$ cat src/sv/pipq_pkg.sv
// package: shared codes and controller/datapath handshake structures
`timescale 1ns / 1ps

package pipq_pkg;

  // result status codes
  localparam logic [1:0] STATUS_OK        = 2'd0;
  localparam logic [1:0] STATUS_DUPLICATE = 2'd1;
  localparam logic [1:0] STATUS_FULL      = 2'd2;

  // memory read address selects
  localparam logic [1:0] RD_IDX  = 2'd0;
  localparam logic [1:0] RD_PREV = 2'd1;
  localparam logic [1:0] RD_TOP  = 2'd2;

  // commands from controller to datapath
  typedef struct packed {
    logic       in_ready;
    logic       rd_en;
    logic [1:0] rd_sel;
    logic       inc_idx;
    logic       dec_idx;
    logic       idx_from_count;
    logic       wr_shift;
    logic       wr_place;
    logic       pop;
    logic       set_dup;
    logic       set_full;
    logic       load_out;
  } cmd_t;

  // status from datapath to controller
  typedef struct packed {
    logic in_fire;
    logic in_action;
    logic idx_eq_count;
    logic idx_zero;
    logic count_zero;
    logic count_full;
    logic vec_match;
    logic lvl_greater;
    logic top_above_mask;
    logic out_busy;
  } stat_t;

endpackage

$ cat src/sv/pipq_if.sv
// interfaces: request and response channels
`timescale 1ns / 1ps

interface pipq_req_if;
  logic        valid;
  logic        ready;
  logic        action;
  logic [7:0]  vector;
  logic [3:0]  level;
  logic [3:0]  mask_level;
  logic [31:0] vector_base;

  modport source (output valid, action, vector, level, mask_level, vector_base,
                  input ready);
  modport sink (input valid, action, vector, level, mask_level, vector_base,
                output ready);
endinterface

interface pipq_rsp_if;
  logic        valid;
  logic        ready;
  logic        accepted;
  logic [7:0]  taken_vector;
  logic [3:0]  new_mask;
  logic [31:0] handler_address;
  logic [1:0]  status;
  logic [5:0]  pending_count;

  modport source (output valid, accepted, taken_vector, new_mask, handler_address,
                  status, pending_count, input ready);
  modport sink (input valid, accepted, taken_vector, new_mask, handler_address,
                status, pending_count, output ready);
endinterface

$ cat src/sv/pipq_datapath.sv
// datapath: entry memory, count, pointer, item and result registers
`timescale 1ns / 1ps

module pipq_datapath
  import pipq_pkg::*;
#(
  parameter int QUEUE_DEPTH = 32
) (
  input  logic        clk,
  input  logic        rst,
  pipq_req_if.sink    req,
  pipq_rsp_if.source  rsp,
  input  cmd_t        cmd,
  output stat_t       stat
);

  localparam int AW = (QUEUE_DEPTH > 1) ? $clog2(QUEUE_DEPTH) : 1;
  localparam int CW = $clog2(QUEUE_DEPTH + 1);

  // entry: level in high bits, vector in low bits
  logic [11:0] mem [QUEUE_DEPTH];
  logic [11:0] rd_data;

  logic [CW-1:0] count;
  logic [CW-1:0] idx;
  logic [CW-1:0] idx_prev;
  logic [CW-1:0] count_prev;
  logic [AW-1:0] rd_addr;

  logic [7:0]  item_vector;
  logic [3:0]  item_level;
  logic [3:0]  item_mask;
  logic [31:0] item_base;
  logic        take;
  logic [1:0]  res_status;

  logic        out_valid;
  logic        in_fire;

  assign in_fire    = req.valid && cmd.in_ready;
  assign req.ready  = cmd.in_ready;
  assign idx_prev   = idx - CW'(1);
  assign count_prev = count - CW'(1);

  // read address select
  always_comb begin
    case (cmd.rd_sel)
      RD_PREV: rd_addr = idx_prev[AW-1:0];
      RD_TOP:  rd_addr = count_prev[AW-1:0];
      default: rd_addr = idx[AW-1:0];
    endcase
  end

  // entry memory, registered read
  always_ff @(posedge clk) begin
    if (cmd.rd_en) begin
      rd_data <= mem[rd_addr];
    end
    if (cmd.wr_shift) begin
      mem[idx[AW-1:0]] <= rd_data;
    end else if (cmd.wr_place) begin
      mem[idx[AW-1:0]] <= {item_level, item_vector};
    end
  end

  // item capture
  always_ff @(posedge clk) begin
    if (in_fire) begin
      item_vector <= req.vector;
      item_level  <= req.level;
      item_mask   <= req.mask_level;
      item_base   <= req.vector_base;
    end
  end

  // count, pointer and outcome flags
  always_ff @(posedge clk) begin
    if (rst) begin
      count      <= '0;
      idx        <= '0;
      take       <= 1'b0;
      res_status <= STATUS_OK;
    end else begin
      if (in_fire) begin
        idx        <= '0;
        take       <= 1'b0;
        res_status <= STATUS_OK;
      end else if (cmd.idx_from_count) begin
        idx <= count;
      end else if (cmd.inc_idx) begin
        idx <= idx + CW'(1);
      end else if (cmd.dec_idx) begin
        idx <= idx_prev;
      end
      if (cmd.set_dup) begin
        res_status <= STATUS_DUPLICATE;
      end else if (cmd.set_full) begin
        res_status <= STATUS_FULL;
      end
      if (cmd.wr_place) begin
        count <= count + CW'(1);
      end else if (cmd.pop) begin
        count <= count_prev;
        take  <= 1'b1;
      end
    end
  end

  // response register
  always_ff @(posedge clk) begin
    if (rst) begin
      out_valid <= 1'b0;
    end else if (cmd.load_out) begin
      out_valid <= 1'b1;
    end else if (rsp.ready) begin
      out_valid <= 1'b0;
    end
  end

  always_ff @(posedge clk) begin
    if (cmd.load_out) begin
      rsp.accepted        <= take;
      rsp.taken_vector    <= take ? rd_data[7:0] : 8'd0;
      rsp.new_mask        <= take ? rd_data[11:8] : item_mask;
      rsp.handler_address <= take ? item_base + {22'd0, rd_data[7:0], 2'b00} : 32'd0;
      rsp.status          <= res_status;
      rsp.pending_count   <= 6'(count);
    end
  end

  assign rsp.valid = out_valid;

  // status towards controller
  always_comb begin
    stat.in_fire        = in_fire;
    stat.in_action      = req.action;
    stat.idx_eq_count   = (idx == count);
    stat.idx_zero       = (idx == '0);
    stat.count_zero     = (count == '0);
    stat.count_full     = (count == CW'(QUEUE_DEPTH));
    stat.vec_match      = (rd_data[7:0] == item_vector);
    stat.lvl_greater    = (rd_data[11:8] > item_level);
    stat.top_above_mask = (rd_data[11:8] > item_mask);
    stat.out_busy       = out_valid && !rsp.ready;
  end

endmodule

$ cat src/sv/pipq_ctrl.sv
// controller: state machine sequencing scan, insertion and service
`timescale 1ns / 1ps

module pipq_ctrl
  import pipq_pkg::*;
(
  input  logic  clk,
  input  logic  rst,
  input  stat_t stat,
  output cmd_t  cmd
);

  localparam logic [3:0] S_IDLE      = 4'd0;
  localparam logic [3:0] S_SCAN      = 4'd1;
  localparam logic [3:0] S_SCAN_CHK  = 4'd2;
  localparam logic [3:0] S_SHIFT     = 4'd3;
  localparam logic [3:0] S_SHIFT_CHK = 4'd4;
  localparam logic [3:0] S_PLACE     = 4'd5;
  localparam logic [3:0] S_SRV       = 4'd6;
  localparam logic [3:0] S_SRV_CHK   = 4'd7;
  localparam logic [3:0] S_FINISH    = 4'd8;

  logic [3:0] state;
  logic [3:0] state_next;

  always_ff @(posedge clk) begin
    if (rst) begin
      state <= S_IDLE;
    end else begin
      state <= state_next;
    end
  end

  // next state and commands
  always_comb begin
    cmd        = '0;
    cmd.rd_sel = RD_IDX;
    state_next = state;
    unique case (state)
      S_IDLE: begin
        cmd.in_ready = 1'b1;
        if (stat.in_fire) begin
          state_next = stat.in_action ? S_SRV : S_SCAN;
        end
      end
      // duplicate search over the pending entries
      S_SCAN: begin
        if (stat.idx_eq_count) begin
          if (stat.count_full) begin
            cmd.set_full = 1'b1;
            state_next   = S_FINISH;
          end else begin
            cmd.idx_from_count = 1'b1;
            state_next         = S_SHIFT;
          end
        end else begin
          cmd.rd_en  = 1'b1;
          cmd.rd_sel = RD_IDX;
          state_next = S_SCAN_CHK;
        end
      end
      S_SCAN_CHK: begin
        if (stat.vec_match) begin
          cmd.set_dup = 1'b1;
          state_next  = S_FINISH;
        end else begin
          cmd.inc_idx = 1'b1;
          state_next  = S_SCAN;
        end
      end
      // move higher-level entries up one place
      S_SHIFT: begin
        if (stat.idx_zero) begin
          state_next = S_PLACE;
        end else begin
          cmd.rd_en  = 1'b1;
          cmd.rd_sel = RD_PREV;
          state_next = S_SHIFT_CHK;
        end
      end
      S_SHIFT_CHK: begin
        if (stat.lvl_greater) begin
          cmd.wr_shift = 1'b1;
          cmd.dec_idx  = 1'b1;
          state_next   = S_SHIFT;
        end else begin
          state_next = S_PLACE;
        end
      end
      S_PLACE: begin
        cmd.wr_place = 1'b1;
        state_next   = S_FINISH;
      end
      // service check against the top entry
      S_SRV: begin
        if (stat.count_zero) begin
          state_next = S_FINISH;
        end else begin
          cmd.rd_en  = 1'b1;
          cmd.rd_sel = RD_TOP;
          state_next = S_SRV_CHK;
        end
      end
      S_SRV_CHK: begin
        if (stat.top_above_mask) begin
          cmd.pop = 1'b1;
        end
        state_next = S_FINISH;
      end
      S_FINISH: begin
        if (!stat.out_busy) begin
          cmd.load_out = 1'b1;
          state_next   = S_IDLE;
        end
      end
      default: begin
        state_next = S_IDLE;
      end
    endcase
  end

endmodule

$ cat src/sv/pending_interrupt_priority_queue.sv
// top level: pending interrupt priority queue
`timescale 1ns / 1ps

// Holds up to QUEUE_DEPTH pending interrupts sorted by ascending level in a
// single-port entry memory; equal levels are served latest arrival first. One
// request transaction is worked on at a time and gives exactly one response
// transaction, held in an output register so the next request can be taken
// while the response waits. A service check reads the top entry and pops it
// when its level is above the mask level; on an empty queue it skips the read.
// A raise compares every pending entry in the duplicate search, then shifts
// higher-level entries up one place and writes the new entry; a duplicate
// ends the search at the matching entry, a full queue ends it after the search.
// A response still held in the output register delays the end of a request.
// Each comparison in the search and shift loops waits for the registered
// memory read. No clearing pass is needed after reset.
module pending_interrupt_priority_queue
  import pipq_pkg::*;
#(
  parameter int QUEUE_DEPTH = 32
) (
  input  logic        clk,
  input  logic        rst,
  pipq_req_if.sink    req,
  pipq_rsp_if.source  rsp
);

  cmd_t  cmd;
  stat_t stat;

  pipq_ctrl u_ctrl (
    .clk  (clk),
    .rst  (rst),
    .stat (stat),
    .cmd  (cmd)
  );

  pipq_datapath #(
    .QUEUE_DEPTH (QUEUE_DEPTH)
  ) u_datapath (
    .clk  (clk),
    .rst  (rst),
    .req  (req),
    .rsp  (rsp),
    .cmd  (cmd),
    .stat (stat)
  );

endmodule
$ cat src/flat_wrapper.sv
// flat-port wrapper written by rule: the top's interface ports become plain ports
module pending_interrupt_priority_queue_flat import pipq_pkg::*;
#(
  parameter int QUEUE_DEPTH = 32
)
  (clk, rst, req_valid, req_action, req_vector, req_level, req_mask_level, req_vector_base, req_ready, rsp_valid, rsp_accepted, rsp_taken_vector, rsp_new_mask, rsp_handler_address, rsp_status, rsp_pending_count, rsp_ready);
  pipq_req_if req_i ();
  pipq_rsp_if rsp_i ();
  input  logic clk;
  input  logic rst;
  input wire logic [$bits(req_i.valid)-1:0] req_valid;
  input wire logic [$bits(req_i.action)-1:0] req_action;
  input wire logic [$bits(req_i.vector)-1:0] req_vector;
  input wire logic [$bits(req_i.level)-1:0] req_level;
  input wire logic [$bits(req_i.mask_level)-1:0] req_mask_level;
  input wire logic [$bits(req_i.vector_base)-1:0] req_vector_base;
  output wire logic [$bits(req_i.ready)-1:0] req_ready;
  output wire logic [$bits(rsp_i.valid)-1:0] rsp_valid;
  output wire logic [$bits(rsp_i.accepted)-1:0] rsp_accepted;
  output wire logic [$bits(rsp_i.taken_vector)-1:0] rsp_taken_vector;
  output wire logic [$bits(rsp_i.new_mask)-1:0] rsp_new_mask;
  output wire logic [$bits(rsp_i.handler_address)-1:0] rsp_handler_address;
  output wire logic [$bits(rsp_i.status)-1:0] rsp_status;
  output wire logic [$bits(rsp_i.pending_count)-1:0] rsp_pending_count;
  input wire logic [$bits(rsp_i.ready)-1:0] rsp_ready;
  assign req_i.valid = req_valid;
  assign req_i.action = req_action;
  assign req_i.vector = req_vector;
  assign req_i.level = req_level;
  assign req_i.mask_level = req_mask_level;
  assign req_i.vector_base = req_vector_base;
  assign req_ready = req_i.ready;
  assign rsp_valid = rsp_i.valid;
  assign rsp_accepted = rsp_i.accepted;
  assign rsp_taken_vector = rsp_i.taken_vector;
  assign rsp_new_mask = rsp_i.new_mask;
  assign rsp_handler_address = rsp_i.handler_address;
  assign rsp_status = rsp_i.status;
  assign rsp_pending_count = rsp_i.pending_count;
  assign rsp_i.ready = rsp_ready;
  pending_interrupt_priority_queue #(.QUEUE_DEPTH(QUEUE_DEPTH)) u_core (.clk(clk), .rst(rst), .req(req_i), .rsp(rsp_i));
endmodule
$ cat config.mk
export PLATFORM = sky130hd
export DESIGN_NAME = pending_interrupt_priority_queue_flat
export DESIGN_NICKNAME = d
export VERILOG_FILES = /design/src/sv/pipq_pkg.sv /design/src/sv/pipq_if.sv /design/src/sv/pipq_datapath.sv /design/src/sv/pipq_ctrl.sv /design/src/sv/pending_interrupt_priority_queue.sv /design/src/flat_wrapper.sv
export SDC_FILE = /design/constraint.sdc
export NUM_CORES = 1
export LEC_CHECK = 0
export ABC_AREA = 1
export BUFFER_PORTS_ARGS = -buffer_cell sky130_fd_sc_hd__buf_2
export CORE_ASPECT_RATIO = 2
export CORE_MARGIN = 2
export CORE_UTILIZATION = 30
export DETAILED_ROUTE_END_ITERATION = 10
export PLACE_DENSITY_LB_ADDON = 0.3
export SYNTH_ARGS = -nofsm -noshare
export SYNTH_HDL_FRONTEND = slang
export SYNTH_SLANG_ARGS = --single-unit
$ cat constraint.sdc
create_clock -name clk -period 19.5 [get_ports clk]
set_clock_uncertainty 0.2 [all_clocks]
set_input_delay 0.975 -clock clk [delete_from_list [all_inputs] [get_ports clk]]
set_output_delay 0.975 -clock clk [all_outputs]
set_load 0.03 [all_outputs]
# ---- Word-level counts from Yosys, hierarchy flattened
# Memory sizes are Yosys's and may differ from the RTL's. A register that Yosys moved wholly into a read port is not among the register bits.
# Cells that the tools add are included.
dict set report totals {
  mem_bits_rw 384
  input_bits 53
  ff_bits 121
  mem_count 1
  out_inout_bits 55
}
# name depth width rd rd_clocked_by_memory_dff write_ports line
set mem_list {}
lappend mem_list {u_core.u_datapath.mem 32 12 1 1 1 pipq_datapath.sv:21} ;# logic [11:0] mem [QUEUE_DEPTH];
dict set report classes {
  bitwise 1
  n_reduce_logical 15
  n_eq_ne 15
  addsub 5
  mux 53
  magnitude_cmp 2
}
# operator n
set ops {}
lappend ops {{adder 32 x 10 -> 32 bit} 1}
lappend ops {{case mux 4 bit (8 select lines)} 1}
lappend ops {{2-to-1 mux 1 bit} 30}
lappend ops {{2-to-1 mux 6 bit} 5}
lappend ops {{2-to-1 mux 4 bit} 7}
lappend ops {{equality test 4 x 3 -> 1 bit (second input constant)} 4}
lappend ops {{2-to-1 mux 3 bit} 5}
lappend ops {{adder 6 x 1 -> 6 bit (second input constant)} 2}
lappend ops {{zero test 6 bit} 2}
lappend ops {{2-to-1 mux 12 bit} 1}
lappend ops {{subtractor 6 x 1 -> 6 bit (second input constant)} 2}
lappend ops {{case mux 5 bit (2 select lines)} 1}
lappend ops {{case mux 3 bit (3 select lines)} 1}
lappend ops {{equality test 4 x 2 -> 1 bit (second input constant)} 2}
lappend ops {{equality test 8 bit} 1}
lappend ops {{greater-than comparator 4 bit} 2}
lappend ops {{equality test 6 bit} 1}
lappend ops {{equality test 6 bit (second input constant)} 1}
lappend ops {{nonzero test 2 bit} 3}
lappend ops {{nonzero test 3 bit} 2}
lappend ops {{OR reduction 2 bit} 3}
lappend ops {{equality test 4 x 1 -> 1 bit (second input constant)} 1}
lappend ops {{equality test 4 bit (second input constant)} 1}
lappend ops {{zero test 4 bit} 1}
lappend ops {{8 further kinds} 11}

# ---- Longest topological paths before layout
# Gate-level depths: netlist of run 1.
dict set report logic_depth {
  ltp_word 6
  ltp_mapped 21
}

# ---- Cells and area by module
# A second synthesis of run 1 with hierarchy kept.
dict set report unflattened {
  cells_unflattened 2299
  area_unflattened_um2 23590.1
}
# module cells_per_inst instances seq_area_each_um2 area_per_inst_um2
set modules_own_cells {}
lappend modules_own_cells {pipq_datapath 2228 1 15244.6 23176.0}
lappend modules_own_cells {pipq_ctrl 71 1 80.1 414.1}

# ---- Least setup slack after synthesis of run 1
# Ideal clock, no wire load.
dict set report synth_path {
  path_type {input port to flip-flop}
  start {in rsp_ready}
  end {reg u_core.u_datapath.rsp.accepted, enable pin}
  path_stages 2
  path_slack_ns 12.639
  setup_time_ns 0.595
  t_arrival_ns 6.065
  cell_sequence {nor2_1 -> nor4_1}
}
# element line
set synth_lines {}
lappend synth_lines {{start, declared} flat_wrapper.sv:25} ;# input wire logic [$bits(rsp_i.ready)-1:0] rsp_ready;
lappend synth_lines {{end signal, assigned} pipq_datapath.sv:122} ;# rsp.accepted <= take;
lappend synth_lines {{end, declared} pipq_if.sv:29} ;# modport source (output valid, accepted, taken_vector, new_mask, handler_address,

# ---- Worst setup path in the final report of run 1
dict set report layout_path {
  start {reg u_core.u_datapath.idx[0]}
  end {reg u_core.u_datapath.rd_data[2], read port of u_core.u_datapath.mem, data pin}
}
dict set report layout_via {
  elab_chain_len 5
}
# element line
set layout_lines {}
lappend layout_lines {{start, declared} pipq_datapath.sv:25} ;# logic [CW-1:0] idx;
lappend layout_lines {{start signal, assigned} pipq_datapath.sv:89} ;# idx <= count;
lappend layout_lines {{start signal, assigned} pipq_datapath.sv:91} ;# idx <= idx + CW'(1);
lappend layout_lines {{start signal, assigned} pipq_datapath.sv:93} ;# idx <= idx_prev;
lappend layout_lines {{zero test 6 bit} pipq_datapath.sv:138} ;# stat.idx_zero = (idx == '0);
lappend layout_lines {{2-to-1 mux 3 bit} pipq_ctrl.sv:73} ;# if (stat.idx_zero) begin
lappend layout_lines {{case mux 3 bit (3 select lines)} pipq_ctrl.sv:39} ;# unique case (state)
lappend layout_lines {{equality test 2 bit or equality test 2 x 1 -> 1 bit (tied branches)} pipq_datapath.sv:47} ;# case (cmd.rd_sel)
lappend layout_lines {{case mux 5 bit (2 select lines)} pipq_datapath.sv:47}
lappend layout_lines {{end, declared} pipq_datapath.sv:22} ;# logic [11:0] rd_data;
# Parallel ways exist; a longest one is shown, timed or not.
# A chain may end at the register's enable or synchronous reset.

==> results of run 1 <==
==> through the flow <==
step / util, % / instances / worst slack (ns)
5_1_grt: 34.0 / 3525 / 13.73
4_1_cts: 34.0 / 3524 / 14.08
2_1_floorplan: - / 2369 / 12.64
3_5_place_dp: 32.0 / 3441 / 14.08
3_3_place_gp: 32.0 / 3441 / 14.18
6_report: 34.0 / 3526 / 14.04
==> state kept, by name, indices dropped and copies added, names as in the netlist, 4 cells and up <==
register and count:
u_core.u_datapath.rsp.handler_address 32, u_core.u_datapath.item_level 4, u_core.u_datapath.rsp.pending_count 6, u_core.u_datapath.rsp.taken_vector 8, u_core.u_datapath.idx 6, u_core.u_datapath.mem 384
u_core.u_datapath.rd_data 12, u_core.u_datapath.rsp.new_mask 4, u_core.u_ctrl.state 4, u_core.u_datapath.item_vector 8, u_core.u_datapath.item_mask 4, u_core.u_datapath.item_base 32
u_core.u_datapath.count 6
==> kinds of logic after synthesis <==
logic type | count (synthesis)
AO/OA/AOI/OAI | 104
adder cells (fa/ha/maj) | 25
buffers and inverters | 518
flip-flops | 517
AND/OR/NAND/NOR | 1184
XOR/XNOR | 21
==> area by class of cell <==
cell class | instances | area [sq um]
diodes | 1 | 2.50
fillers | 8023 | 52100
repair buffers | 132 | 723
flip-flops and latches | 517 | 15300
well taps | 1036 | 1300
multi-input cells | 1334 | 6340
clock buffers | 49 | 1140
inverters | 423 | 1590
clock inverters | 34 | 423
==> power by group through the flow <==
| stage | combinational (W) | sequential (W) | clock, W |
|---|---|---|---|
| after detailed placement | 0.00132 | 0.00151 | 0 |
| after global routing | 0.00145 | 0.00149 | 0.00103 |
| final | 0.00133 | 0.00149 | 0.000976 |
| after global placement | 0.00131 | 0.00151 | 0 |
| after CTS | 0.00133 | 0.00149 | 0.000995 |
| after floorplan | 0.000843 | 0.00149 | 0 |
==> how the worst max path moves through the flow <==
stage / cells past startpoint / from / to / slack (ns)
after floorplan: 2 / rsp_ready / u_core.u_datapath.rsp.accepted / 12.64
after global placement: 19 / u_core.u_datapath.idx[0] / u_core.u_datapath.rd_data[3] / 14.18
after detailed placement: 19 / u_core.u_datapath.idx[0] / u_core.u_datapath.rd_data[3] / 14.08
after CTS: 19 / u_core.u_datapath.idx[0] / u_core.u_datapath.rd_data[3] / 14.08
after global routing: 19 / u_core.u_datapath.idx[0] / u_core.u_datapath.rd_data[1] / 13.73
final: 19 / u_core.u_datapath.idx[0] / u_core.u_datapath.rd_data[2] / 14.04
==> routing by layer <==
layer | vias up | routed length (um)
met5 | - | 12
met4 | 2 | 5830
met3 | 198 | 3350
met2 | 553 | 37300
met1 | 7962 | 24500
li1 | 7920 | -
==> worst reg2reg max path, stage by stage, from the launching register on <==
cell                      delay, ns
sky130_fd_sc_hd__dfxtp_1       0.39
sky130_fd_sc_hd__inv_2         0.17
sky130_fd_sc_hd__ha_1          0.23
sky130_fd_sc_hd__nand2_1       0.09
sky130_fd_sc_hd__inv_1         0.08
sky130_fd_sc_hd__nand2_1       0.08
sky130_fd_sc_hd__o21ai_0       0.32
sky130_fd_sc_hd__inv_1         0.08
sky130_fd_sc_hd__ha_1          0.42
sky130_fd_sc_hd__inv_2         0.12
sky130_fd_sc_hd__nand3_1       0.15
sky130_fd_sc_hd__nand2_4       0.38
sky130_fd_sc_hd__inv_2         0.72
sky130_fd_sc_hd__buf_4         0.79
sky130_fd_sc_hd__nand3_1       0.24
sky130_fd_sc_hd__nand3_1       0.21
sky130_fd_sc_hd__nand3_1       0.15
sky130_fd_sc_hd__nand2_1       0.11
sky130_fd_sc_hd__nand2_1       0.23
sky130_fd_sc_hd__nand2_1       0.17
==> Yosys cell counts (all sizes together) <==
library cell  number  area (sq um)
a21oi             40           200
buf               64           485
clkinv             1          3.75
ha                24           300
nand2            620          2340
fa                 1          20.0
a31oi              3          18.8
nand3            386          1940
o22ai              1          6.26
nand3b            40           300
o21bai             2          15.0
o21a               2          15.0
o211ai             1          7.51
nor3              13          75.1
o21ai             52           272
nor4               4          25.0
a311oi             1          8.76
or2                2          12.5
xor2              11          96.3
xnor2             10          87.6
nand4             12          81.3
clkbuf            31           116
and2               1          6.26
a21o               1          7.51
dfxtp             20           400
edfxtp           497         14900
o32ai              1          8.76
inv              422          1580
nor3b              3          22.5
nor2             103           392
==> results.md, run 1 <==
Outcome:
- The run finished with clean final reports.

Setup path:
- The startpoint type of the worst setup path is a flip-flop.
- The reg2reg setup slack is 14.04 ns.
- The element type at the critical path end is a flip-flop.
- Data on the critical path arrives at its endpoint at 5.70 ns.
- The critical path contains buffers and inverters numbering 6 combined.
- The required time at the endpoint of the critical path is 19.74 ns.
- The most numerous cell type found on the critical path is sky130_fd_sc_hd__nand2_1.
- The delay of the slowest cell on the worst path is 0.78 ns.
- Along the worst path, the maximum fanout reaches 72.
- In this run the critical register-to-register path is launched from u_core.u_datapath.idx[0].
- The critical path in this run is classified as flip-flop to flip-flop.
- The signal on the critical path passes through inv_2 > ha_1 > nand2_1 > inv_1 > nand2_1 > o21ai_0 > inv_1 > ha_1 > inv_2 > nand3_1 > nand2_4 > inv_2 > buf_4 > nand3_1 > nand3_1 > nand3_1 > nand2_1 > nand2_1 > nand2_1.
- On the critical path, the stage with the largest delay is an instance of sky130_fd_sc_hd__buf_4.
- The number of cell instances on the worst register-to-register path is 19.
- Grouping stages by cell kind, the critical path spends the most delay in buffers and inverters.
- The worst register-to-register path ends at u_core.u_datapath.rd_data[2].

Die:
- The die boundary width is 203 um.
- The die covers 0.0817 sq mm.
- The effective utilization at floorplan is 30.1%.
- The overall die height is 402 um.
- The number of rows created at floorplan is 146.
- The number of placed I/O pins is 108.
- The placeable core region is 0.0789 sq mm.

Logic synthesis:
- The share of the Yosys chip area taken by registers is 64.5%.
- The Yosys step of the flow raised 0 warnings.
- The mapped netlist covers 0.0238 sq mm.
- The share of synthesized cell area in and, or, nand and nor gates is 21.9%.
- Counting every instance in the synthesized netlist gives 2369.
- The area share of fa/ha/maj cells after synthesis is 1.35%.
- Summing the areas of all xor and xnor instances in the mapped netlist gives 0.774% of the synthesized area.
- The mux contribution to synthesized area is 0%.
- The post-synthesis cell type count is 42.
- The mean cell area of the mapped netlist is 10.0 sq um.
- The synthesized-area fraction occupied by ao, oa, aoi and oai cells is 2.35%.
- Synthesis produced a netlist with a net count of 2447.
- Counting flops and latches in the post-synthesis netlist gives 517.
- After synthesis, the largest family of logic cells by area is simple AND/OR/NAND/NOR gates.

Timing:
- The count of final hold-check violations is 0.
- Across all hold checks on the routed design, the worst slack comes to 0.240 ns.
- Setup repair after global routing left no endpoint under its margin.
- In the finished design, the share of the clock period the worst path needs comes to 28.0%.
- The remaining max-slew budget at the tightest pin is 7.74%.
- Summed over all failing endpoints, the final setup total negative slack is 0 ns.
- The max-slew violation count is 0.
- At the pin with the least slew margin, the transition time is 1.38 ns.
- Based on the critical path, the design can be clocked at up to 183 MHz.
- Setup violations remaining at the end of the flow were counted as 0.
- The worst path needs 5.46 ns of the cycle, external delays included.

Global routing:
- For this run, global-route usage on met3 was measured as 2.38%.
- In the global route stage, met2 resource usage came out at 32.1%.
- The overall routing resource usage is 17.4%.
- The via count of the first global-routing pass is 17000.
- The first global-routing pass estimated 106000 um of wire.
- The pin count of the biggest net entering global routing is 117.
- The total congestion overflow is 0.
- The initial antenna violation count is 2.
- The global-route met1 utilization is 17.5%.
- In this run the most used layer during global routing was met2.

Hold path:
- The cell depth of the worst hold path is 0.
- The worst min-delay path endpoint is u_core.u_datapath.rsp.status[1].
- The min-delay analysis places its worst path in the category flip-flop to flip-flop.
- The worst hold path begins at u_core.u_datapath.res_status[1].

Placed design:
- The count of input and output buffers is 107.
- Detailed placement finished with a half-perimeter wire length of 47900 um.
- At the end of routability-driven placement, the weighted congestion stood at 0.923.
- The placement-stage cell area is 0.0253 sq mm.

Detailed routing:
- For this block, the initial DRC count from the detailed router was 1081.
- Dividing the detail-routed via count by the number of cells gives 4.72.
- Once detail routing completed, the nets flagged for antenna violations numbered 0.
- The detailed-route DRC error count is 0.
- The number of detailed-routing iterations run before antenna repair is 5.
- The via total after detailed routing is 16600.
- The overall routed net length is 71000 um.
- The average wire length per cell after detail routing is 20.1 um.

Layout:
- The layout overhead on the synthesized area is 12.9%.
- Leaving out fill and tap cells, the most frequent cell in the layout is sky130_fd_sc_hd__nand2_1.
- Once layout is done, the placed cells without fillers occupy 0.0268 sq mm.
- The net count of the finished layout is 2531.
- The fraction of layout instances using a drive strength above 1 is 9.88%.
- Leaving out fill and tap cells, the most frequent cells in the layout are sky130_fd_sc_hd__nand2_1, sky130_fd_sc_hd__edfxtp_1, sky130_fd_sc_hd__inv_1.

CTS:
- Post-CTS timing repair inserted 0 buffers for setup.
- The master cell of the clock root buffer is sky130_fd_sc_hd__clkbuf_16.
- The clock insertion delay at the later pin of the skew report is 0.60 ns.
- The count of hold-fix buffers inserted at cts is 0.
- TritonCTS created 45 clock buffers.
- The total clock sinks is 517.
- In this run, post-CTS repair resized a total of 0 instances.
- Clock-pin slew was measured on the worst setup and hold paths at 0.07 ns.
- Counting along the longest clock path gives a buffer depth of 3.
- The number of H-tree branching levels is 2.
- The clock tree from TritonCTS is yes.

Pwr:
- The net load switching power is 0.00151 W.
- The fraction of power spent switching nets is 39.9%.
- The total power draw is 0.00379 W.
- In this run the power density over the cells is 141 mW/mm^2.
- The worst-case IR drop observed on VDD is 0.0776 mV.
- Sequential cells burn 39.2% of the power.
- The internal cell power is 0.00228 W.
- The proportion of power drawn by the clock network is 25.8%.
- The combinational share of power is 35.0%.
- In this run the static leakage power is 11.2 nW.

Flow run:
- The number of maximum-capacitance constraint violations is 0.
Note: power is estimated with default switching activity, not from simulation.
==> inputs of run 2 (changes only) <==
==> constraint.sdc (replaced) <==
create_clock -name clk -period 5.1 [get_ports clk]
set_clock_uncertainty 0.2 [all_clocks]
set_input_delay 0.255 -clock clk [delete_from_list [all_inputs] [get_ports clk]]
set_output_delay 0.255 -clock clk [all_outputs]
set_load 0.03 [all_outputs]
==> run 2 against run 1 <==
- final cell count grew 2.5%
- count of clock-buffer cells in the layout grew 10
- global-route usage shrank 0.33 points
- maximum frequency grew 25%
- register-to-register slack lost 13 ns
- sequential power grew to 3.8 times the previous value
- largest cell class unchanged
- combinational power grew to 3.8 times the previous value
- wire length shrank 1.2%
- core utilization grew 0.99 points
- clock power grew to 3.6 times the previous value
- die area is the same
- critical path type unchanged
- largest power group unchanged
- first-iteration DRC count shrank 1.0%
==> results.md, run 2 (same netlist as run 1, synthesis figures left out) <==
Timing:
- The maximum frequency from static timing analysis is 229 MHz.
- Setup repair after global routing left no endpoint under its margin.
- For the pin with the worst max-slew slack, the measured transition is 1.20 ns.
- The worst path needs 4.38 ns of the cycle, external delays included.
- The max-slew violation count came to 0.
- The count of final hold-check violations is 0.
- The final critical path takes up 85.8% of the cycle.
- The setup-violating endpoint count in the final report is 0.
- After layout, the worst setup slack is 0.725 ns.
- The remaining max-slew budget at the tightest pin is 19.6%.
- The setup total negative slack is 0 ns.

Setup path:
- Walking the worst path, the cells encountered are inv_2 > ha_1 > nand2_1 > inv_1 > nand2_1 > o21ai_0 > inv_1 > ha_1 > inv_2 > nand2_1 > nand2_4 > buf_4 > nand2_1 > nand3_1 > nand3_1 > nand3_1 > nand2_1 > nand2_1 > nand2_1.
- The critical path is of the flip-flop to flip-flop type.
- The family with the most delay on the worst path is simple AND/OR/NAND/NOR gates.
- The data arrival time of the critical path is 4.52 ns.
- The most prevalent standard cell on the critical path is sky130_fd_sc_hd__nand2_1.
- The startpoint type of the worst setup path is a flip-flop.
- The number of buffers and inverters on the critical path is 5.
- The element type at the critical path end is a flip-flop.
- For the worst setup path, the data required time is 5.25 ns.
- The largest single stage delay on the critical path is 0.54 ns.
- The slowest stage of the critical path belongs to the cell sky130_fd_sc_hd__nand2_4.
- In this run the worst path has a maximum fanout of 56.

Outcome:
- The run finished with clean final reports.

Placed design:
- The final HPWL from detailed placement is 47600 um.
- The placement-stage worst setup slack is 0.744 ns.
- The post-placement cell count is 3479.
- Port buffering added 107 buffers.
- The final weighted congestion in routability-driven placement is 0.931.

CTS:
- Clock-pin slew was measured on the worst setup and hold paths at 0.07 ns.
- The tree is rooted in a sky130_fd_sc_hd__clkbuf_16.
- The clock tree synthesis step divided the H-tree into 2 levels.
- The worst-case clock buffer depth is 3.
- Clock tree synthesis inserted a total of 45 buffers.
- The post-CTS setup-driven buffer insertion count is 0.
- TritonCTS built the clock tree.
- The later pin in the worst-skew pair is clocked with a latency of 0.61 ns.
- The total clock sinks is 517.

Pwr:
- The leakage power figure is 11.6 nW.
- The combinational share of power is 35.1%.
- The net load switching power is 0.00557 W.
- The maximum ir drop on the vdd rail is 0.291 mV.
- The internal cell power is 0.00865 W.
- The share of power burned in registers is 39.9%.
- Net switching is 39.2% of the power.
- Dividing total power by cell area gives a power density of 515 mW/mm^2.
- The proportion of power drawn by the clock network is 25.0%.

Die:
- The die is 402 um tall.
- The overall die area is 0.0817 sq mm.
- The number of rows created at floorplan is 146.
- Once the floorplan was initialized, standard cells occupied 30.1% of the core.
- The placeable core region is 0.0789 sq mm.
- Measured along the x axis, the die boundary spans 203 um.
- The number of placed I/O pins is 108.

Detailed routing:
- The final route contains 17200 vias.
- The first TritonRoute pass finished after 5 iterations.
- After detailed routing, the number of remaining DRC violations is 0.
- After detailed routing, the number of vias per cell comes to 4.75.
- Once detail routing completed, the nets flagged for antenna violations numbered 0.
- In this run, the number of DRC markers left after iteration 0 of detailed routing was 1070.
- For this block, the routed nets add up to 70200 um of wire.
- The average wire length per cell after detail routing is 19.4 um.

Layout:
- The number of nets in the final layout is 2620.
- The register cell area after layout is 0.0153 sq mm.
- The multi-input combinational cells in the finished layout cover a total of 0.00635 sq mm.
- The most common cell after layout, fill and taps aside is sky130_fd_sc_hd__nand2_1.
- The register with the most flip-flops in the layout has 384 of them.
- Relative to the synthesized area, the layout overhead comes to 16.2%.
- The top cell types in the final layout, fill and taps aside, are sky130_fd_sc_hd__nand2_1, sky130_fd_sc_hd__edfxtp_1, sky130_fd_sc_hd__inv_1.
- After filler insertion, the fill cell instance count of the layout stands at 7873.
- The fraction of layout instances using a drive strength above 1 is 10.8%.
- For this run, the number of standard cells in the final layout without fillers is 3613.

Hold path:
- The type of the worst min-delay path is primary input to flip-flop.

Flow run:
- Max-cap violations in this run came to 0.

Global routing:
- The pin count of the biggest net entering global routing is 97.
- The overall routing resource usage is 17.1%.
- The first global-routing pass estimated 105000 um of wire.
- The total congestion overflow is 0.
- The via count of the first global-routing pass is 17400.
- The initial antenna violation count was 1.
run 2: cell count changes in the layout (fill, tap and decap cells not counted), moves of 4 or more:
| cell | previous run | this run |
|---|---|---|
| sky130_fd_sc_hd__buf_4 | 25 | 57 |
| sky130_fd_sc_hd__buf_12 | 0 | 5 |
| sky130_fd_sc_hd__clkinv_2 | 9 | 5 |
| sky130_fd_sc_hd__clkbuf_1 | 4 | 12 |
| sky130_fd_sc_hd__clkinv_1 | 11 | 6 |
| sky130_fd_sc_hd__dlygate4sd3_1 | 0 | 52 |
| sky130_fd_sc_hd__bufinv_16 | 9 | 5 |
run 2: what timing repair did:
action	4_1_cts	5_1_grt
endpoints found under the setup margin	0	0
hold buffers	52	0
resized for setup	0	0
endpoints found under the hold margin	59	0
run 2: power groups by stage:
stage	Clock (W)	Combinational [W]	Sequential, W
6_report	0.00355	0.00499	0.00568
5_1_grt	0.00375	0.00548	0.00571
4_1_cts	0.00363	0.00502	0.00568
3_5_place_dp	0	0.00498	0.00577
3_3_place_gp	0	0.00493	0.00577
2_1_floorplan	0	0.00323	0.00568
run 2: layout make-up:
class,instances,share of cell area (%)
multi-input combinational,1334,23.0
clock buffer,59,4.38
inverter,423,5.75
timing repair buffer,221,5.73
antenna,1,0.00906
sequential,517,55.5
clock inverter,22,0.974
tap,1036,4.69
run 2: worst reg2reg max path: cells and delay by family, from the launching register on:
kind	cells	cell delay (ns)
AND/OR/NAND/NOR	11	1.68
adder cells (fa/ha/maj)	2	0.59
flip-flops	1	0.39
buffers and inverters	5	0.94
AO/OA/AOI/OAI	1	0.32
run 2: final timing paths:
kind / slack [ns] / cells past startpoint / to / startpoint
max: 0.72 / 19 / u_core.u_datapath.rd_data[6] / u_core.u_datapath.idx[0]
min: 0.18 / 2 / u_core.u_datapath.item_base[28] / req_vector_base[28]
max reg2reg: 0.72 / 19 / u_core.u_datapath.rd_data[6] / u_core.u_datapath.idx[0]
min reg2reg: 0.23 / 0 / u_core.u_datapath.rsp.status[1] / u_core.u_datapath.res_status[1]
run 2: layer usage:
metal	global-route usage (%)	routed length [um]	vias up
li1	-	-	8098
met1	17.0	24100	8266
met2	32.6	37800	606
met3	1.98	3230	200
met4	11.7	5070	0
met5	0	0	-
run 2: through the flow:
step / area, sq um / utilization (%) / hold WS [ns] / power (W)
2_1_floorplan: 23800 / - / 0.154 / 0.00891
3_3_place_gp: 25600 / 32.5 / 0.222 / 0.0107
3_5_place_dp: 25600 / 32.5 / 0.220 / 0.0107
4_1_cts: 27600 / 35.0 / 0.151 / 0.0143
5_1_grt: 27600 / 35.0 / 0.177 / 0.0149
6_report: 27600 / 35.0 / 0.182 / 0.0142
==> inputs of run 3 (changes only) <==
--- a/config.mk
+++ b/config.mk
@@ -11,7 +11,8 @@
 export CORE_MARGIN = 2
 export CORE_UTILIZATION = 30
 export DETAILED_ROUTE_END_ITERATION = 10
-export PLACE_DENSITY_LB_ADDON = 0.3
+export PLACE_DENSITY = 0.49
+export SETUP_SLACK_MARGIN = 0.1
 export SYNTH_ARGS = -nofsm -noshare
 export SYNTH_HDL_FRONTEND = slang
 export SYNTH_SLANG_ARGS = --single-unit
==> constraint.sdc (replaced) <==
create_clock -name clk -period 5.6 [get_ports clk]
set_clock_uncertainty 0.2 [all_clocks]
set_input_delay 0.28 -clock clk [delete_from_list [all_inputs] [get_ports clk]]
set_output_delay 0.28 -clock clk [all_outputs]
set_load 0.03 [all_outputs]
==> run 3 against run 2 <==
- die area did not move
- sequential power fell by 8.8%
- core utilization barely moved
- global-route usage rose by 0.70 points
- wire length rose by 4.1%
- non-clock buffer count fell by 20
- power fell by 6.0%
- sequential share of layout area rose by 0.073 points
- critical path depth rose by 1
- design area fell by 0.13%
- combinational power fell by 6.0%
- critical path type unchanged
- largest power group unchanged
- highest routed layer unchanged
==> results.md, run 3 (same netlist as run 1, synthesis figures left out) <==
Global routing:
- The initial antenna violation count is 1.
- The total congestion overflow is 0.
- The via count of the first global-routing pass is 17400.
- The first global-routing pass estimated 108000 um of wire.
- Entering global routing, the biggest net connects 97 pins.
- The overall routing resource usage is 17.8%.

Timing:
- The maximum frequency from static timing analysis is 228 MHz.
- The setup total negative slack is 0 ns.
- Setup violations remaining at the end of the flow were counted as 0.
- The slew at the pin closest to its max-slew limit is 1.27 ns.
- The max-slew violation count was 0.
- Headroom to the max-slew limit came out at 14.7%.
- The count of final hold-check violations was 0.
- Setup repair after global routing left no endpoint under its margin.
- In the finished design, the share of the clock period the worst path needs comes to 78.3%.
- The smallest clock period supported by the final layout is computed as 4.39 ns.

Layout:
- The register with the most flip-flops in the layout has 384 of them.
- The number of inserted filler cells in the final layout is 8001.
- Cells fill 35.0% of the core in the end.
- The number of antenna diodes in the final layout is 0.
- The number of nets in the final layout is 2602.
- Compared with the post-synthesis result, the final layout area differs by 16.0%.
- The top cell types in the final layout, fill and taps aside, are sky130_fd_sc_hd__nand2_1, sky130_fd_sc_hd__edfxtp_1, sky130_fd_sc_hd__inv_1.
- In the final layout, the share of cells above drive strength 1 is 10.3%.
- The library cell used most frequently in the layout, excluding fill and tap cells, is sky130_fd_sc_hd__nand2_1.

Hold path:
- The type of the worst min-delay path is primary input to flip-flop.
- The cell depth of the worst hold path is 2.
- The worst hold path begins at req_vector_base[29].
- The worst min-delay path endpoint is u_core.u_datapath.item_base[29].

CTS:
- The worst-case clock buffer depth is 3.
- The number of buffers created by CTS is 47.
- The post-cts repair resize count is 0.
- The number of H-tree branching levels is 2.
- The clock-pin transition on the worst setup and hold timing paths is 0.07 ns.
- The total clock sinks is 517.
- The post-CTS setup-driven buffer insertion count is 0.
- The clock insertion delay at the later pin of the skew report is 0.61 ns.
- The count of hold-fix buffers inserted at cts is 52.
- The clock tree from TritonCTS is yes.
- The root buffer cell chosen for the clock tree is sky130_fd_sc_hd__clkbuf_16.

Die:
- The initialized floorplan defines 146 standard-cell rows.
- The overall die height is 402 um.
- The overall die area is 0.0817 sq mm.
- The die is 203 um wide.
- The placeable core region is 0.0789 sq mm.
- The effective utilization at floorplan is 30.1%.
- 108 I/O pins were placed.

Setup path:
- On the critical path, the stage with the largest delay is an instance of sky130_fd_sc_hd__nand2_4.
- The delay of the slowest cell on the worst path is 0.43 ns.
- For the worst flop-to-flop path, the logic depth is 20.
- The startpoint type of the worst setup path is a flip-flop.
- The element type at the critical path end is a flip-flop.
- Counting both buffers and inverters, the worst setup path holds a total of 6.
- The worst register-to-register path ends at u_core.u_datapath.rd_data[0].
- The maximum fanout count along the critical path is 46.
- The reg2reg setup slack is 1.21 ns.
- The required time at the endpoint of the critical path is 5.77 ns.
- Counting stages on the worst path, the most repeated cell is sky130_fd_sc_hd__nand2_1.
- The worst setup path is of the flip-flop to flip-flop kind.
- The data arrival time of the critical path is 4.56 ns.
- In this run the critical register-to-register path is launched from u_core.u_datapath.idx[0].
- The critical path goes through inv_2 > ha_1 > nand2_1 > inv_1 > nand2_1 > o21ai_0 > inv_1 > ha_1 > inv_2 > nand2_1 > nand2_4 > buf_12 > buf_4 > nand2_1 > nand3_1 > nand3_1 > nand3_1 > nand2_1 > nand2_1 > nand2_1.
- Grouping stages by cell kind, the critical path spends the most delay in simple AND/OR/NAND/NOR gates.

Detailed routing:
- The number of detailed-routing iterations run before antenna repair is 6.
- The average wire length per cell after detail routing is 20.3 um.
- For this run, design rule violations remaining after detail routing come to 0.
- In this run the remaining antenna-violating nets after routing total 0.
- The via total after detailed routing is 17000.
- The mean number of vias per cell is 4.73.
- For this block, the initial DRC count from the detailed router was 1037.
- Wires add up to 73100 um.

Placed design:
- At the end of routability-driven placement, the weighted congestion stood at 0.860.
- Once detailed placement completed, the half-perimeter wirelength came to 49600 um.
- The count of input and output buffers is 107.

Pwr:
- Power comes to 0.0134 W.
- For this design the ratio of total power to cell area is 485 mW/mm^2.
- The maximum ir drop on the vdd rail is 0.302 mV.
- The analysis attributes to cell leakage a power of 11.5 nW.

Outcome:
- The run finished with clean final reports.

Flow run:
- The number of maximum-capacitance constraint violations is 0.
[run 3: cell types whose count changed in the layout (fill, tap and decap cells not counted), sizes merged]
cell,previous run,this run
buf,169,149
bufinv,5,8
clkbuf,59,56
clkinvlp,4,7
clkinv,12,13
diode,1,0
inv,424,425
[run 3: metrics by stage]
| step | cells | hold WS, ns | instance area, sq um | worst slack, ns |
|---|---|---|---|---|
| 6_report | 3597 | 0.203 | 27600 | 1.21 |
| 5_1_grt | 3597 | 0.206 | 27600 | 0.983 |
| 4_1_cts | 3597 | 0.186 | 27600 | 1.23 |
| 3_5_place_dp | 3459 | 0.221 | 25400 | 1.24 |
| 3_3_place_gp | 3459 | 0.218 | 25400 | 1.32 |
| 2_1_floorplan | 2369 | 0.179 | 23800 | 1.42 |
[run 3: layout make-up]
class / count / area, sq um / share of cell area, %
clock buffers: 56 / 1230 / 4.46
clock inverters: 30 / 388 / 1.41
inverters: 423 / 1590 / 5.76
multi-input cells: 1334 / 6340 / 23.0
flip-flops and latches: 517 / 15300 / 55.5
well taps: 1036 / 1300 / 4.70
repair buffers: 201 / 1420 / 5.15
[run 3: worst max path at each step]
stage	startpoint	to	slack [ns]	cells after the start
2_1_floorplan	u_core.u_datapath.rsp.valid	u_core.u_datapath.rsp.accepted	1.42	3
4_1_cts	u_core.u_datapath.idx[0]	u_core.u_datapath.rd_data[0]	1.23	20
6_report	u_core.u_datapath.idx[0]	u_core.u_datapath.rd_data[0]	1.21	20
3_3_place_gp	u_core.u_datapath.idx[0]	u_core.u_datapath.rd_data[0]	1.32	20
3_5_place_dp	u_core.u_datapath.idx[0]	u_core.u_datapath.rd_data[0]	1.24	20
5_1_grt	u_core.u_datapath.idx[0]	u_core.u_datapath.rd_data[0]	0.98	20
[run 3: power breakdown]
| part | switching (W) | total (W) | internal, W |
|---|---|---|---|
| registers | 0.000258 | 0.00518 | 0.00492 |
| logic | 0.00351 | 0.00469 | 0.00118 |
| clock network | 0.00154 | 0.00349 | 0.00195 |
[run 3: metal layers]
metal | share of wire (%) | GRT usage [%]
met1 | 36 | 18.4
met2 | 54 | 34.4
met3 | 4.3 | 1.91
met4 | 5.6 | 9.54
met5 | 0 | 0
